[config.mk]
export PLATFORM = sky130hd
export DESIGN_NAME = polyphase_interpolator_x3
export DESIGN_NICKNAME = d
export VERILOG_FILES = /design/src/hw/rtl/pi3_pkg.sv /design/src/hw/rtl/pi3_hist.sv /design/src/hw/rtl/pi3_mac.sv /design/src/hw/rtl/polyphase_interpolator_x3.sv
export SDC_FILE = /design/constraint.sdc
export NUM_CORES = 1
export LEC_CHECK = 0
export ABC_AREA = 1
export BUFFER_PORTS_ARGS = -buffer_cell sky130_fd_sc_hd__buf_2
export CORE_MARGIN = 5
export CORE_UTILIZATION = 30
export DETAILED_ROUTE_END_ITERATION = 12
export PLACE_DENSITY = 0.51
export SLEW_MARGIN = 20
export SYNTH_ARGS = -nofsm -noshare
export SYNTH_HDL_FRONTEND = slang
export SYNTH_SLANG_ARGS = --single-unit
[constraint.sdc]
create_clock -name clk -period 14.4 [get_ports clk]
set_input_delay 1.44 -clock clk [delete_from_list [all_inputs] [get_ports clk]]
set_output_delay 1.44 -clock clk [all_outputs]
set_load 0.005 [all_outputs]
[src/hw/rtl/pi3_pkg.sv]
`default_nettype none

package pi3_pkg;

  localparam int DEF_PHASES      = 3;
  localparam int DEF_TAPS        = 48;
  localparam int DEF_SAMPLE_BITS = 16;

  localparam int COEF_W     = 16;
  localparam int COEF_FRAC  = 15;
  localparam int COEF_LEN   = 48;
  localparam int COEF_AW    = $clog2(COEF_LEN);
  // wide enough for any tap index up to the largest supported tap count
  localparam int COEF_IDX_W = 7;

  // 48-tap low-pass prototype, gain of 3 folded in, Q1.15
  localparam logic signed [COEF_W-1:0] COEF_TABLE [COEF_LEN] = '{
    -16'sd56,    -16'sd117,   -16'sd67,    16'sd92,     16'sd232,    16'sd147,
    -16'sd203,   -16'sd508,   -16'sd313,   16'sd416,    16'sd1006,   16'sd605,
    -16'sd773,   -16'sd1841,  -16'sd1097,  16'sd1374,   16'sd3292,   16'sd1995,
    -16'sd2537,  -16'sd6405,  -16'sd4230,  16'sd6139,   16'sd20709,  16'sd31292,
    16'sd31292,  16'sd20709,  16'sd6139,   -16'sd4230,  -16'sd6405,  -16'sd2537,
    16'sd1995,   16'sd3292,   16'sd1374,   -16'sd1097,  -16'sd1841,  -16'sd773,
    16'sd605,    16'sd1006,   16'sd416,    -16'sd313,   -16'sd508,   -16'sd203,
    16'sd147,    16'sd232,    16'sd92,     -16'sd67,    -16'sd117,   -16'sd56
  };

  // indexes past the table read as zero
  function automatic logic signed [COEF_W-1:0] coef_at(input logic [COEF_IDX_W-1:0] idx);
    logic signed [COEF_W-1:0] c;
    c = '0;
    if (idx < COEF_IDX_W'(COEF_LEN)) begin
      c = COEF_TABLE[idx[COEF_AW-1:0]];
    end
    return c;
  endfunction

  typedef struct packed {
    logic load;    // shift a new sample in at the head
    logic rotate;  // circulate the line by one toward the head
  } hist_ctrl_t;

  typedef struct packed {
    logic issue;   // multiply the current head sample by the current coefficient
    logic first;   // this product starts a new sum
  } mac_ctrl_t;

endpackage

`default_nettype wire

[src/hw/rtl/pi3_hist.sv]
`default_nettype none

module pi3_hist
  import pi3_pkg::*;
#(
  parameter int DEPTH       = DEF_TAPS / DEF_PHASES,
  parameter int SAMPLE_BITS = DEF_SAMPLE_BITS
) (
  input  wire logic                          clk,
  input  wire logic                          rst_n,
  input  wire hist_ctrl_t                    ctrl,
  input  wire logic signed [SAMPLE_BITS-1:0] din,
  output logic signed [SAMPLE_BITS-1:0]      head
);

  logic signed [SAMPLE_BITS-1:0] hist_r [DEPTH];

  always_ff @(posedge clk) begin
    if (!rst_n) begin
      for (int i = 0; i < DEPTH; i++) begin
        hist_r[i] <= '0;
      end
    end else if (ctrl.load) begin
      hist_r[0] <= din;
      for (int i = 1; i < DEPTH; i++) begin
        hist_r[i] <= hist_r[i-1];
      end
    end else if (ctrl.rotate) begin
      // a full lap of DEPTH rotations leaves the line where it started
      for (int i = 0; i < DEPTH - 1; i++) begin
        hist_r[i] <= hist_r[i+1];
      end
      hist_r[DEPTH-1] <= hist_r[0];
    end
  end

  assign head = hist_r[0];

endmodule

`default_nettype wire

[src/hw/rtl/pi3_mac.sv]
`default_nettype none

module pi3_mac
  import pi3_pkg::*;
#(
  parameter int DEPTH       = DEF_TAPS / DEF_PHASES,
  parameter int SAMPLE_BITS = DEF_SAMPLE_BITS
) (
  input  wire logic                          clk,
  input  wire logic                          rst_n,
  input  wire mac_ctrl_t                     ctrl,
  input  wire logic signed [SAMPLE_BITS-1:0] sample,
  input  wire logic signed [COEF_W-1:0]      coef,
  output logic signed [SAMPLE_BITS-1:0]      result
);

  localparam int PW    = SAMPLE_BITS + COEF_W;
  localparam int ACC_W = PW + $clog2(DEPTH) + 1;
  localparam int SW    = ACC_W + 1;
  localparam int RW    = SW - COEF_FRAC;
  localparam logic signed [SW-1:0] HALF   = SW'(1) << (COEF_FRAC - 1);
  localparam logic signed [RW-1:0] SAT_HI = RW'((64'd1 << (SAMPLE_BITS - 1)) - 64'd1);
  localparam logic signed [RW-1:0] SAT_LO = ~SAT_HI;

  logic signed [PW-1:0]    prod_r;
  logic                    pv_r;
  logic                    pfirst_r;
  logic signed [ACC_W-1:0] acc_r;
  logic signed [ACC_W-1:0] prod_ext;
  logic signed [SW-1:0]    sum_rnd;
  logic signed [RW-1:0]    rnd;

  always_ff @(posedge clk) begin
    if (!rst_n) begin
      pv_r     <= 1'b0;
      pfirst_r <= 1'b0;
    end else begin
      pv_r     <= ctrl.issue;
      pfirst_r <= ctrl.first;
    end
  end

  always_ff @(posedge clk) begin
    if (ctrl.issue) begin
      prod_r <= PW'(sample) * PW'(coef);
    end
  end

  assign prod_ext = ACC_W'(prod_r);

  always_ff @(posedge clk) begin
    if (pv_r) begin
      acc_r <= pfirst_r ? prod_ext : acc_r + prod_ext;
    end
  end

  // add half an LSB, then drop the fraction: halves go toward plus infinity
  assign sum_rnd = SW'(acc_r) + HALF;
  assign rnd     = $signed(sum_rnd[SW-1:COEF_FRAC]);

  always_comb begin
    if (rnd > SAT_HI) begin
      result = SAT_HI[SAMPLE_BITS-1:0];
    end else if (rnd < SAT_LO) begin
      result = SAT_LO[SAMPLE_BITS-1:0];
    end else begin
      result = rnd[SAMPLE_BITS-1:0];
    end
  end

endmodule

`default_nettype wire

[src/hw/rtl/polyphase_interpolator_x3.sv]
// Polyphase interpolate-by-PHASES FIR. Each transfer on the input channel
// shifts one signed sample into a history of TAPS/PHASES samples (all zero
// after reset) and produces PHASES results, one per branch, in branch order;
// out_last_of_run marks the final one. A single multiply-accumulate unit
// walks the taps one per cycle while the history line rotates past it. After
// the last tap of a branch, S_FLUSH drains the product register into the
// accumulator, and in S_OUT the rounded and saturated branch result goes to
// the output register. in_ready is high only between items. The output
// register decouples the result channel, so a stalled consumer only holds
// the sequencer once it wants to write the next branch result.
`default_nettype none

module polyphase_interpolator_x3
  import pi3_pkg::*;
#(
  parameter int PHASES      = DEF_PHASES,
  parameter int TAPS        = DEF_TAPS,
  parameter int SAMPLE_BITS = DEF_SAMPLE_BITS
) (
  input  wire logic                          clk,
  input  wire logic                          rst_n,
  input  wire logic                          in_valid,
  output logic                               in_ready,
  input  wire logic signed [SAMPLE_BITS-1:0] in_sample_in,
  output logic                               out_valid,
  input  wire logic                          out_ready,
  output logic signed [SAMPLE_BITS-1:0]      out_sample_out,
  output logic [1:0]                         out_phase,
  output logic                               out_last_of_run
);

  localparam int DEPTH = TAPS / PHASES;
  localparam int TW    = (DEPTH > 1) ? $clog2(DEPTH) : 1;
  localparam int PHW   = $clog2(PHASES);
  localparam int IW    = $clog2(TAPS);

  typedef enum logic [1:0] {
    S_IDLE,
    S_MAC,
    S_FLUSH,
    S_OUT
  } state_t;

  state_t                        state_r;
  logic [TW-1:0]                 tap_r;
  logic [PHW-1:0]                phase_r;
  logic [IW-1:0]                 coef_idx_r;
  logic                          out_valid_r;
  logic signed [SAMPLE_BITS-1:0] out_sample_r;
  logic [1:0]                    out_phase_r;
  logic                          out_last_r;

  hist_ctrl_t                    hist_ctrl;
  mac_ctrl_t                     mac_ctrl;
  logic signed [SAMPLE_BITS-1:0] head;
  logic signed [COEF_W-1:0]      coef;
  logic signed [SAMPLE_BITS-1:0] result;
  logic                          in_xfer;
  logic                          out_free;
  logic                          last_phase;

  assign in_ready   = (state_r == S_IDLE);
  assign in_xfer    = in_valid && in_ready;
  assign out_free   = !out_valid_r || out_ready;
  assign last_phase = (phase_r == PHW'(PHASES - 1));

  assign hist_ctrl.load   = in_xfer;
  assign hist_ctrl.rotate = (state_r == S_MAC);
  assign mac_ctrl.issue   = (state_r == S_MAC);
  assign mac_ctrl.first   = (tap_r == '0);

  assign coef = coef_at(COEF_IDX_W'(coef_idx_r));

  pi3_hist #(
    .DEPTH       (DEPTH),
    .SAMPLE_BITS (SAMPLE_BITS)
  ) u_hist (
    .clk   (clk),
    .rst_n (rst_n),
    .ctrl  (hist_ctrl),
    .din   (in_sample_in),
    .head  (head)
  );

  pi3_mac #(
    .DEPTH       (DEPTH),
    .SAMPLE_BITS (SAMPLE_BITS)
  ) u_mac (
    .clk    (clk),
    .rst_n  (rst_n),
    .ctrl   (mac_ctrl),
    .sample (head),
    .coef   (coef),
    .result (result)
  );

  always_ff @(posedge clk) begin
    if (!rst_n) begin
      state_r     <= S_IDLE;
      tap_r       <= '0;
      phase_r     <= '0;
      coef_idx_r  <= '0;
      out_valid_r <= 1'b0;
    end else begin
      // in S_OUT the output register is handled by the branch write below
      if (out_valid_r && out_ready && (state_r != S_OUT)) begin
        out_valid_r <= 1'b0;
      end
      case (state_r)
        S_IDLE: begin
          if (in_xfer) begin
            state_r    <= S_MAC;
            tap_r      <= '0;
            phase_r    <= '0;
            coef_idx_r <= '0;
          end
        end
        S_MAC: begin
          tap_r      <= tap_r + TW'(1);
          coef_idx_r <= coef_idx_r + IW'(PHASES);
          if (tap_r == TW'(DEPTH - 1)) begin
            state_r <= S_FLUSH;
          end
        end
        S_FLUSH: begin
          state_r <= S_OUT;
        end
        S_OUT: begin
          // hold until the output register can take this branch
          if (out_free) begin
            out_valid_r  <= 1'b1;
            out_sample_r <= result;
            out_phase_r  <= 2'(phase_r);
            out_last_r   <= last_phase;
            if (last_phase) begin
              state_r <= S_IDLE;
            end else begin
              state_r    <= S_MAC;
              tap_r      <= '0;
              phase_r    <= phase_r + PHW'(1);
              coef_idx_r <= IW'(phase_r + PHW'(1));
            end
          end
        end
        default: begin
          state_r <= S_IDLE;
        end
      endcase
    end
  end

  assign out_valid       = out_valid_r;
  assign out_sample_out  = out_sample_r;
  assign out_phase       = out_phase_r;
  assign out_last_of_run = out_last_r;

  a_busy_after_accept: assert property (@(posedge clk) disable iff (!rst_n)
    in_xfer |=> (state_r == S_MAC) && (tap_r == '0) && !in_ready)
    else $error("sequencer did not start a run after an input transfer");

  a_last_on_final_branch: assert property (@(posedge clk) disable iff (!rst_n)
    (out_valid && out_last_of_run) |-> (out_phase == 2'(PHASES - 1)))
    else $error("last_of_run on a branch other than the final one");

  a_no_overwrite: assert property (@(posedge clk) disable iff (!rst_n)
    (state_r == S_OUT && out_valid_r && !out_ready) |=> (state_r == S_OUT))
    else $error("branch result left the sequencer while output was stalled");

endmodule

`default_nettype wire
Word level (Yosys, flattened, before mapping)
Memory sizes are Yosys's and may differ from the RTL's.
Index checks and enable logic that the tools add are counted.
- magnitude comparators: 4
- shift-type cells: 0
- add/sub/neg operators: 6
- div/mod/pow operators: 0
- reduce and logical (&&, ||, !) cells: 13
- bitwise logic cells: 33
- multipliers: 1
- equality and inequality tests: 10
- muxes and demuxes: 65
- operators by type and width (kind ; number):
    two-way mux 16 bit ; 36
    adder 37 x 16 -> 38 bit (second input constant) ; 1
    adder 37 x 32 -> 37 bit ; 1
    two-way mux 37 bit ; 1
    multiplier 16 x 16 -> 32 bit ; 1
    OR 1 bit ; 32
    > comparator 23 x 16 -> 1 bit (second input constant) ; 1
    less-than comparator 23 x 16 -> 1 bit (second input constant) ; 1
    two-way mux 6 bit ; 3
    one-hot mux 6 bit (3 select lines) ; 1
    two-way mux 1 bit ; 12
    two-way mux 2 bit ; 6
    two-way mux 4 bit ; 3
    one-hot mux 4 bit (3 select lines) ; 1
    inequality test 2 bit (second input constant) ; 4
    one-hot mux 2 bit (4 select lines) ; 1
    AND reduction 4 bit ; 2
    >= comparator 7 bit (second input constant) ; 1
    inverter 6 -> 7 bit ; 1
    adder 6 x 2 -> 6 bit (second input constant) ; 1
    == test 2 bit (second input constant) ; 3
    less-than comparator 6 bit (second input constant) ; 1
    AND reduction 3 bit ; 2
    adder 4 x 1 -> 4 bit (second input constant) ; 1
    13 further kinds ; 15
- bits in latches: 0
- memories kept: 2
- bits in writable memories: 256
- word-level logic and storage cells: 146
- memory bits (read-only): 1024
- register bits after elaboration: 105
- memories (name ; depth ; bits a word ; rd ports ; clocked after Yosys merged registers in ; write ports ; line ; source):
    (no name shown) ; 64 ; 16 ; 1 ; 0 ; 0 ; pi3_pkg.sv:33 ; c = COEF_TABLE[idx[COEF_AW-1:0]];
    u_hist.hist_r ; 16 ; 16 ; 16 ; 0 ; 16 ; pi3_hist.sv:16 ; logic signed [SAMPLE_BITS-1:0] hist_r [DEPTH];

Longest topological paths before layout
Gate-level depths: netlist (run 1).
- depth after elaboration: 7
- depth in mapped cells: 37
- depth with buffers taken out: 36

Cells and area by module
From an unflattened synthesis (run 1), not the netlist that was laid out.
- cells, all modules: 3753
- area, all modules: 31016.0 um^2
- modules (own cells, without submodules) (module ; sequential area each (um^2) ; area an instance (um^2) ; instances ; cells an instance):
    pi3_mac ; 2112.0 ; 16418.2 ; 1 ; 2226
    pi3_hist ; 7687.4 ; 12007.8 ; 1 ; 1155
    polyphase_interpolator_x3 ; 870.8 ; 2590.0 ; 1 ; 372

Worst setup path after synthesis (run 1)
Ideal clock, no wire load.
- path kind: reg2reg
- start: register coef_idx_r[0]
- end: register u_mac.prod_r[29] (data pin)
- arrival: 6.356 ns
- stages on the path, launching flop included: 32
- library setup time: 0.259 ns
- path slack: 7.785 ns
- required time: 14.141 ns
- path through: dfxtp_1 -> inv_1 -> ha_1 -> inv_1 -> nand2_1 -> nand2_1 -> inv_1 -> nor2_1 -> inv_1 -> nand2_1 -> o21ai_0 -> nand2_1 -> nand2_1 -> inv_1 -> nor2_1 -> fa_1 -> inv_1 -> fa_1 -> inv_1 -> fa_1 -> fa_1 -> fa_1 -> inv_1 -> fa_1 -> inv_1 -> ha_1 -> a21oi_1 -> o21ai_0 -> a21oi_1 -> o21a_1 -> nand2_1 -> xor2_1
- word-level cells in the longest chain between the ends: 6
- RTL lines (element ; line ; source):
    from (decl) ; polyphase_interpolator_x3.sv:47 ; logic [IW-1:0] coef_idx_r;
    from (signal assigned) ; polyphase_interpolator_x3.sv:120 ; coef_idx_r <= coef_idx_r + IW'(PHASES);
    from (signal assigned) ; polyphase_interpolator_x3.sv:141 ; coef_idx_r <= IW'(phase_r + PHW'(1));
    inverter 6 -> 7 bit (not written as such) ; pi3_pkg.sv:33 ;
    memory (64 x 16 bit) ; - ;
    two-way mux 16 bit (not written as such) (2 in a row) ; pi3_pkg.sv:33 ;
    two-way mux 16 bit * ; pi3_pkg.sv:32 ; if (idx < COEF_IDX_W'(COEF_LEN)) begin
    multiplier 16 x 16 -> 32 bit * ; pi3_mac.sv:45 ; prod_r <= PW'(sample) * PW'(coef);
    to (signal assigned) ; pi3_mac.sv:45 ;
    to (decl) ; pi3_mac.sv:25 ; logic signed [PW-1:0] prod_r;
Every way passes the cells marked *; elsewhere a longest branch is shown, timed or not. The select of a mux whose other input is x is not followed.
A chain may end at the register's enable or synchronous reset.

Worst setup path in the final report (run 1)
- start: register coef_idx_r[2]
- end: register u_mac.prod_r[29] (data pin)
Same word-level chain as after synthesis.

==> impl_metrics.tcl, run 1 <==
set metrics [dict create \
    num_rows 116 \
    fin_tns_setup_ns 0 \
    cts_hold_buf 0 \
    min_path_type "register to register" \
    synth_edf_count 344 \
    multiInputGateArea_sq_um 16100 \
    synth_nets 3953 \
    drcViolationCount 0 \
    grt_pass1_vias 23000 \
    clk_latency_ns 0.59 \
    cts_sinks 361 \
    synth_warnings 0 \
    first_iter_violations 1610 \
    syn_inst 3532 \
    ys.flop_type "edfxtp_1" \
    ys_types 55 \
    placed_area_sq_um 31800 \
    fin_crit_sh_pct 59.2 \
    fp.dieArea_sq_um 107000 \
    cp-start-kind "register" \
    timing.slew.headroom_pct 27.4 \
    status "completed" \
    fill_cells 10700 \
    place_congestion 0.885 \
    via_per_inst 4.62 \
    report.final.slew_viol_count 0 \
    layout-drive-gt1-share_pct 7.30 \
    fp.coreArea_sq_um 100000 \
    finalClockSkew_ns 0.0261 \
    first_pass_iters 5 \
    tightestPinTransition_ns 1.09 \
    cts_resized 0 \
    timing.final.ws_setup_ns 5.88 \
    start_util_pct 30.2 \
    die_y_um 327 \
    layout_min_cycle_time_ns 8.52 \
    setup_viol 0 \
    async_flop_share_pct 0 \
    track_usage_pct 15.1 \
    grt_antenna_before_repair 0 \
    postRouteAntennaNets 0 \
    path_clk_slew_ns 0.06 \
    crit_arrival_ns 8.84 \
    synth_area_per_cell_sq_um 8.56 \
    cp-end-kind "register" \
    vias 22400 \
    diodes 0 \
    syn_to_final_growth_pct 9.70 \
    ys_ff_latch 361 \
    layout_commonest_cell "nand2_1" \
    clockRootBuffer "clkbuf_16" \
    hold_viol_final 0 \
    cts_made_buffers 44 \
    layout.nets 3947 \
    place_ws_ns 5.93 \
    layout.area.seq_sq_um 10700 \
    routedWlPerCell_um 16.8 \
    gr-total-overflow 0 \
    io_pins 41 \
    netlist_area_sq_um 30200 \
    io_buffers 40 \
    routed_wirelength_mm 81.7 \
    die_x_um 327 \
    final_cell_mix "nand2_1 (815), inv_1 (804), edfxtp_1 (344)" \
    required_ns 14.72 \
    cp_max_fo 28 \
    synth-seq-area-share_pct 35.3 \
    htree_levels 2 \
    clockBufferDepth 3 \
    grt_pass1_wl_mm 130 \
    fin_area_sq_um 33200 \
    critPathKind "register to register" \
    rsz0062_at_grt "no" \
    hpwl_mm 61.4 \
    cts_tree "built" \
    max_freq_ghz 0.117 \
    maxCapViolations 0 \
    post-cts-setup-buffers 0 \
    grt_max_degree 103 \
]
-- cell usage after synthesis, types with 3 or more instances --
master | instances | area (sq um)
o211ai_1 | 8 | 60.1
mux2_2 | 80 | 901
inv_1 | 804 | 3020
nand2_2 | 7 | 43.8
buf_2 | 28 | 140
o21ai_1 | 5 | 25.0
nand3_1 | 137 | 686
o31ai_1 | 3 | 22.5
o22ai_1 | 116 | 726
nor3_1 | 19 | 95.1
ha_1 | 138 | 1730
clkinv_1 | 5 | 18.8
xor2_1 | 32 | 280
nand2_1 | 818 | 3070
buf_1 | 6 | 22.5
nor2_2 | 5 | 31.3
nand4_1 | 17 | 106
buf_6 | 4 | 45.0
nand3b_1 | 13 | 97.6
dfxtp_1 | 17 | 340
inv_2 | 9 | 33.8
o21bai_1 | 10 | 75.1
clkbuf_1 | 69 | 259
or2_2 | 14 | 87.6
a21o_1 | 5 | 37.5
a31oi_1 | 4 | 25.0
edfxtp_1 | 344 | 10300
o21ai_0 | 136 | 681
xnor2_1 | 25 | 219
a21oi_1 | 83 | 415
fa_1 | 263 | 5270
nor2_1 | 274 | 1030
-- layer usage --
layer  wire (um)  GRT usage [%]  vias to the layer above  part of all wire [%]
li1            -              -                    11100                     -
met5           0              0                        -                     0
met1       38400           21.0                    10700                    47
met2       36800           24.2                      515                    45
met4        2110           4.09                        0                   2.6
met3        4370           2.87                      128                   5.3
-- metrics by stage --
stage               hold slack [ns]  cells  util [%]
finish                        0.454   4858      33.1
global route                  0.486   4858      33.1
CTS                           0.463   4858      33.1
detailed placement            0.454   4778      31.7
global placement              0.474   4778      31.7
floorplan                     0.395   3532         -
-- state kept, by name, summed over array words and instances, names as in the netlist --
register	flops
out_valid	1
tap_r	4
u_mac.pv_r	1
u_mac.pfirst_r	1
phase_r	2
u_hist.hist_r	256
out_phase	2
out_sample_out	16
u_mac.acc_r	37
out_last_of_run	1
coef_idx_r	6
state_r	2
u_mac.prod_r	32
-- worst max-delay path, stage by stage, from the launching register on --
cell and delay (ns):
dfxtp_1 0.95, inv_2 0.27, ha_1 0.28, nor3_1 0.30, nor4_1 0.09, a31oi_1 0.14
nand2_1 0.47, inv_1 0.44, nor2_1 0.16, fa_1 0.74, inv_1 0.12, fa_1 0.54
inv_1 0.12, fa_1 0.55, fa_1 0.54, fa_1 0.55, inv_1 0.05, fa_1 0.53
inv_1 0.04, ha_1 0.35, a21oi_1 0.24, o21ai_0 0.15, a21oi_1 0.21, o21a_1 0.15
nand2_1 0.09, xor2_1 0.15
-- logic make-up after synthesis --
kind of cell / synth area share, %
muxes: 2.98
xor gates and xnor gates: 1.70
AOI/OAI and AO/OA: 7.42
buffers and inverters: 11.7
adders and majority gates: 23.1
DFF: 35.3
and+or+nand+nor: 17.7
-- path summary, 6_finish.rpt --
| check | slack, ns | cells after the start | end | startpoint |
|---|---|---|---|---|
| worst max register to register | 5.88 | 25 | u_mac.prod_r[29] | coef_idx_r[2] |
| worst min register to register | 0.45 | 1 | u_mac.pfirst_r | tap_r[3] |
| worst min-delay path | 0.45 | 1 | u_mac.pfirst_r | tap_r[3] |
| worst max-delay path | 5.88 | 25 | u_mac.prod_r[29] | coef_idx_r[2] |
-- cell type report --
class | instances | area share [%]
tap | 1298 | 4.90
clock buffer | 52 | 3.41
clock inverter | 28 | 0.803
sequential | 361 | 32.2
inverter | 818 | 9.26
multi-input combinational | 2244 | 48.5
timing repair buffer | 57 | 0.988
Power of run 1 is not shown: default switching activity piles up to over one toggle a cycle in this logic, so the estimate is an artifact.
==> run 2, diff against run 1 <==
Clock period 14.4 ns to 8.9 ns, I/O delays scaled along.
==> run 2 against run 1 <==
Compared with the run above:
- final cell count grew 0.29%
- first-iteration DRC count grew 23%
- critical path type unchanged
- die area is the same
- via count grew 0.92%
- non-clock buffer count grew 13
- highest routed layer unchanged
- hold slack lost 0.026 ns
- clock-buffer cell count grew 11
- core utilization grew 0.074 points
- critical path depth grew 2
- critical endpoint is now u_mac.prod_r[28]
- maximum frequency grew 6.6%
- worst setup slack lost 5.0 ns
- register-to-register slack lost 5.0 ns
==> impl_metrics.tcl, run 2 (synthesis gave the netlist of run 1 again) <==
set metrics [dict create \
    maxCapViolations 0 \
    required_ns 9.24 \
    io_pins 41 \
    gr-total-overflow 0 \
    tightestPinTransition_ns 1.08 \
    cts_sinks 361 \
    utilization_pct 33.2 \
    htree_levels 2 \
    crit_arrival_ns 8.33 \
    place_congestion 0.898 \
    slowest_stage "dfxtp_1" \
    cp_max_fo 10 \
    crit_family "adder cells" \
    top_regs "u_hist.hist_r x256, u_mac.acc_r x37, u_mac.prod_r x32" \
    timing.final.ws_setup_ns 0.904 \
    critPathKind "register to register" \
    fin_tns_setup_ns 0 \
    cp-end-kind "register" \
    max_freq_ghz 0.125 \
    timing.slew.headroom_pct 27.8 \
    routed_wirelength_mm 82.3 \
    layout_commonest_cell "nand2_1" \
    cp-start-kind "register" \
    grt_pass1_vias 23200 \
    fin_crit_sh_pct 89.8 \
    grt_antenna_before_repair 0 \
    hpwl_mm 62.3 \
    setup_viol 0 \
    fp.dieArea_sq_um 107000 \
    layout_min_cycle_time_ns 8.00 \
    fp.coreArea_sq_um 100000 \
    cts_made_buffers 44 \
    vias 22600 \
    track_usage_pct 15.2 \
    hold_viol_final 0 \
    die_y_um 327 \
    largest_reg_flops 256 \
    die_x_um 327 \
    clockBufferDepth 3 \
    grt_max_degree 103 \
    cts_resized 0 \
    postRouteAntennaNets 0 \
    clk_latency_ns 0.60 \
    layout-drive-gt1-share_pct 7.55 \
    layout.nets 3960 \
    diodes 0 \
    cp.depth 27 \
    rsz0062_at_grt "no" \
    grt_pass1_wl_mm 131 \
    cp.buffers_inverters 7 \
    place_ws_ns 0.954 \
    path_clk_slew_ns 0.06 \
    instances_no_fill 4872 \
    ff2ff_path_depth 27 \
    start_util_pct 30.2 \
    finalClockSkew_ns 0.0227 \
    status "completed" \
    first_pass_iters 7 \
    routedWlPerCell_um 16.9 \
    cts_tree "built" \
    cts_hold_buf 0 \
    max_stage_delay_ns 0.60 \
    holdPathStages 1 \
    first_iter_violations 1982 \
    min_path_type "register to register" \
    drcViolationCount 0 \
    report.final.slew_viol_count 0 \
    final_cell_mix "nand2_1 (815), inv_1 (804), edfxtp_1 (344)" \
    clockRootBuffer "clkbuf_16" \
    io_buffers 40 \
    via_per_inst 4.65 \
    post-cts-setup-buffers 0 \
    post-place-cells 4791 \
    num_rows 116 \
    syn_to_final_growth_pct 9.94 \
    largest_register "u_hist.hist_r" \
]
-- run 2: cell types whose count changed in the layout (fill, tap and decap cells not counted), sizes merged --
cell    previous run  this run
buf               57        70
inv              817       816
clkinv            25        18
clkbuf            52        63
bufinv             2         0
-- run 2: through the flow --
step	cell area [sq um]	hold slack, ns
4_1_cts	33200	0.431
2_1_floorplan	30200	0.395
6_report	33200	0.428
5_1_grt	33200	0.452
3_3_place_gp	31900	0.428
3_5_place_dp	31900	0.428
-- run 2: routing by layer --
metal / up-vias / global-route usage (%) / part of all wire, %
met5: - / 0 / 0
met4: 0 / 4.47 / 3.0
met3: 125 / 2.81 / 5.9
met2: 564 / 24.1 / 44
met1: 10800 / 21.4 / 47
li1: 11100 / - / -
-- run 2: path summary, 6_finish.rpt --
kind | slack [ns] | from | endpoint
worst max-delay path | 0.90 | coef_idx_r[1] | u_mac.prod_r[28]
worst min register to register | 0.43 | tap_r[3] | u_mac.pfirst_r
worst min-delay path | 0.43 | tap_r[3] | u_mac.pfirst_r
worst max register to register | 0.90 | coef_idx_r[1] | u_mac.prod_r[28]
-- run 2: worst reg2reg max path: cells and delay by family, from the launching register on --
family,cells,cell delay (ns)
buffers and inverters,7,0.83
AND/OR/NAND/NOR,10,2.09
AO/OA/AOI/OAI,2,0.35
flip-flops,1,0.60
adder cells (fa/ha/maj),8,3.87
-- run 2: final cells by class --
| class | count | area [sq um] |
|---|---|---|
| Fill cell | 10600 | 66900 |
| Multi-Input combinational cell | 2244 | 16100 |
| Sequential cell | 361 | 10700 |
| Inverter | 818 | 3070 |
| Tap cell | 1298 | 1620 |
| Clock buffer | 63 | 1200 |
| Timing Repair Buffer | 70 | 425 |
| Clock inverter | 18 | 171 |
Power of run 2 is left out for the same reason.
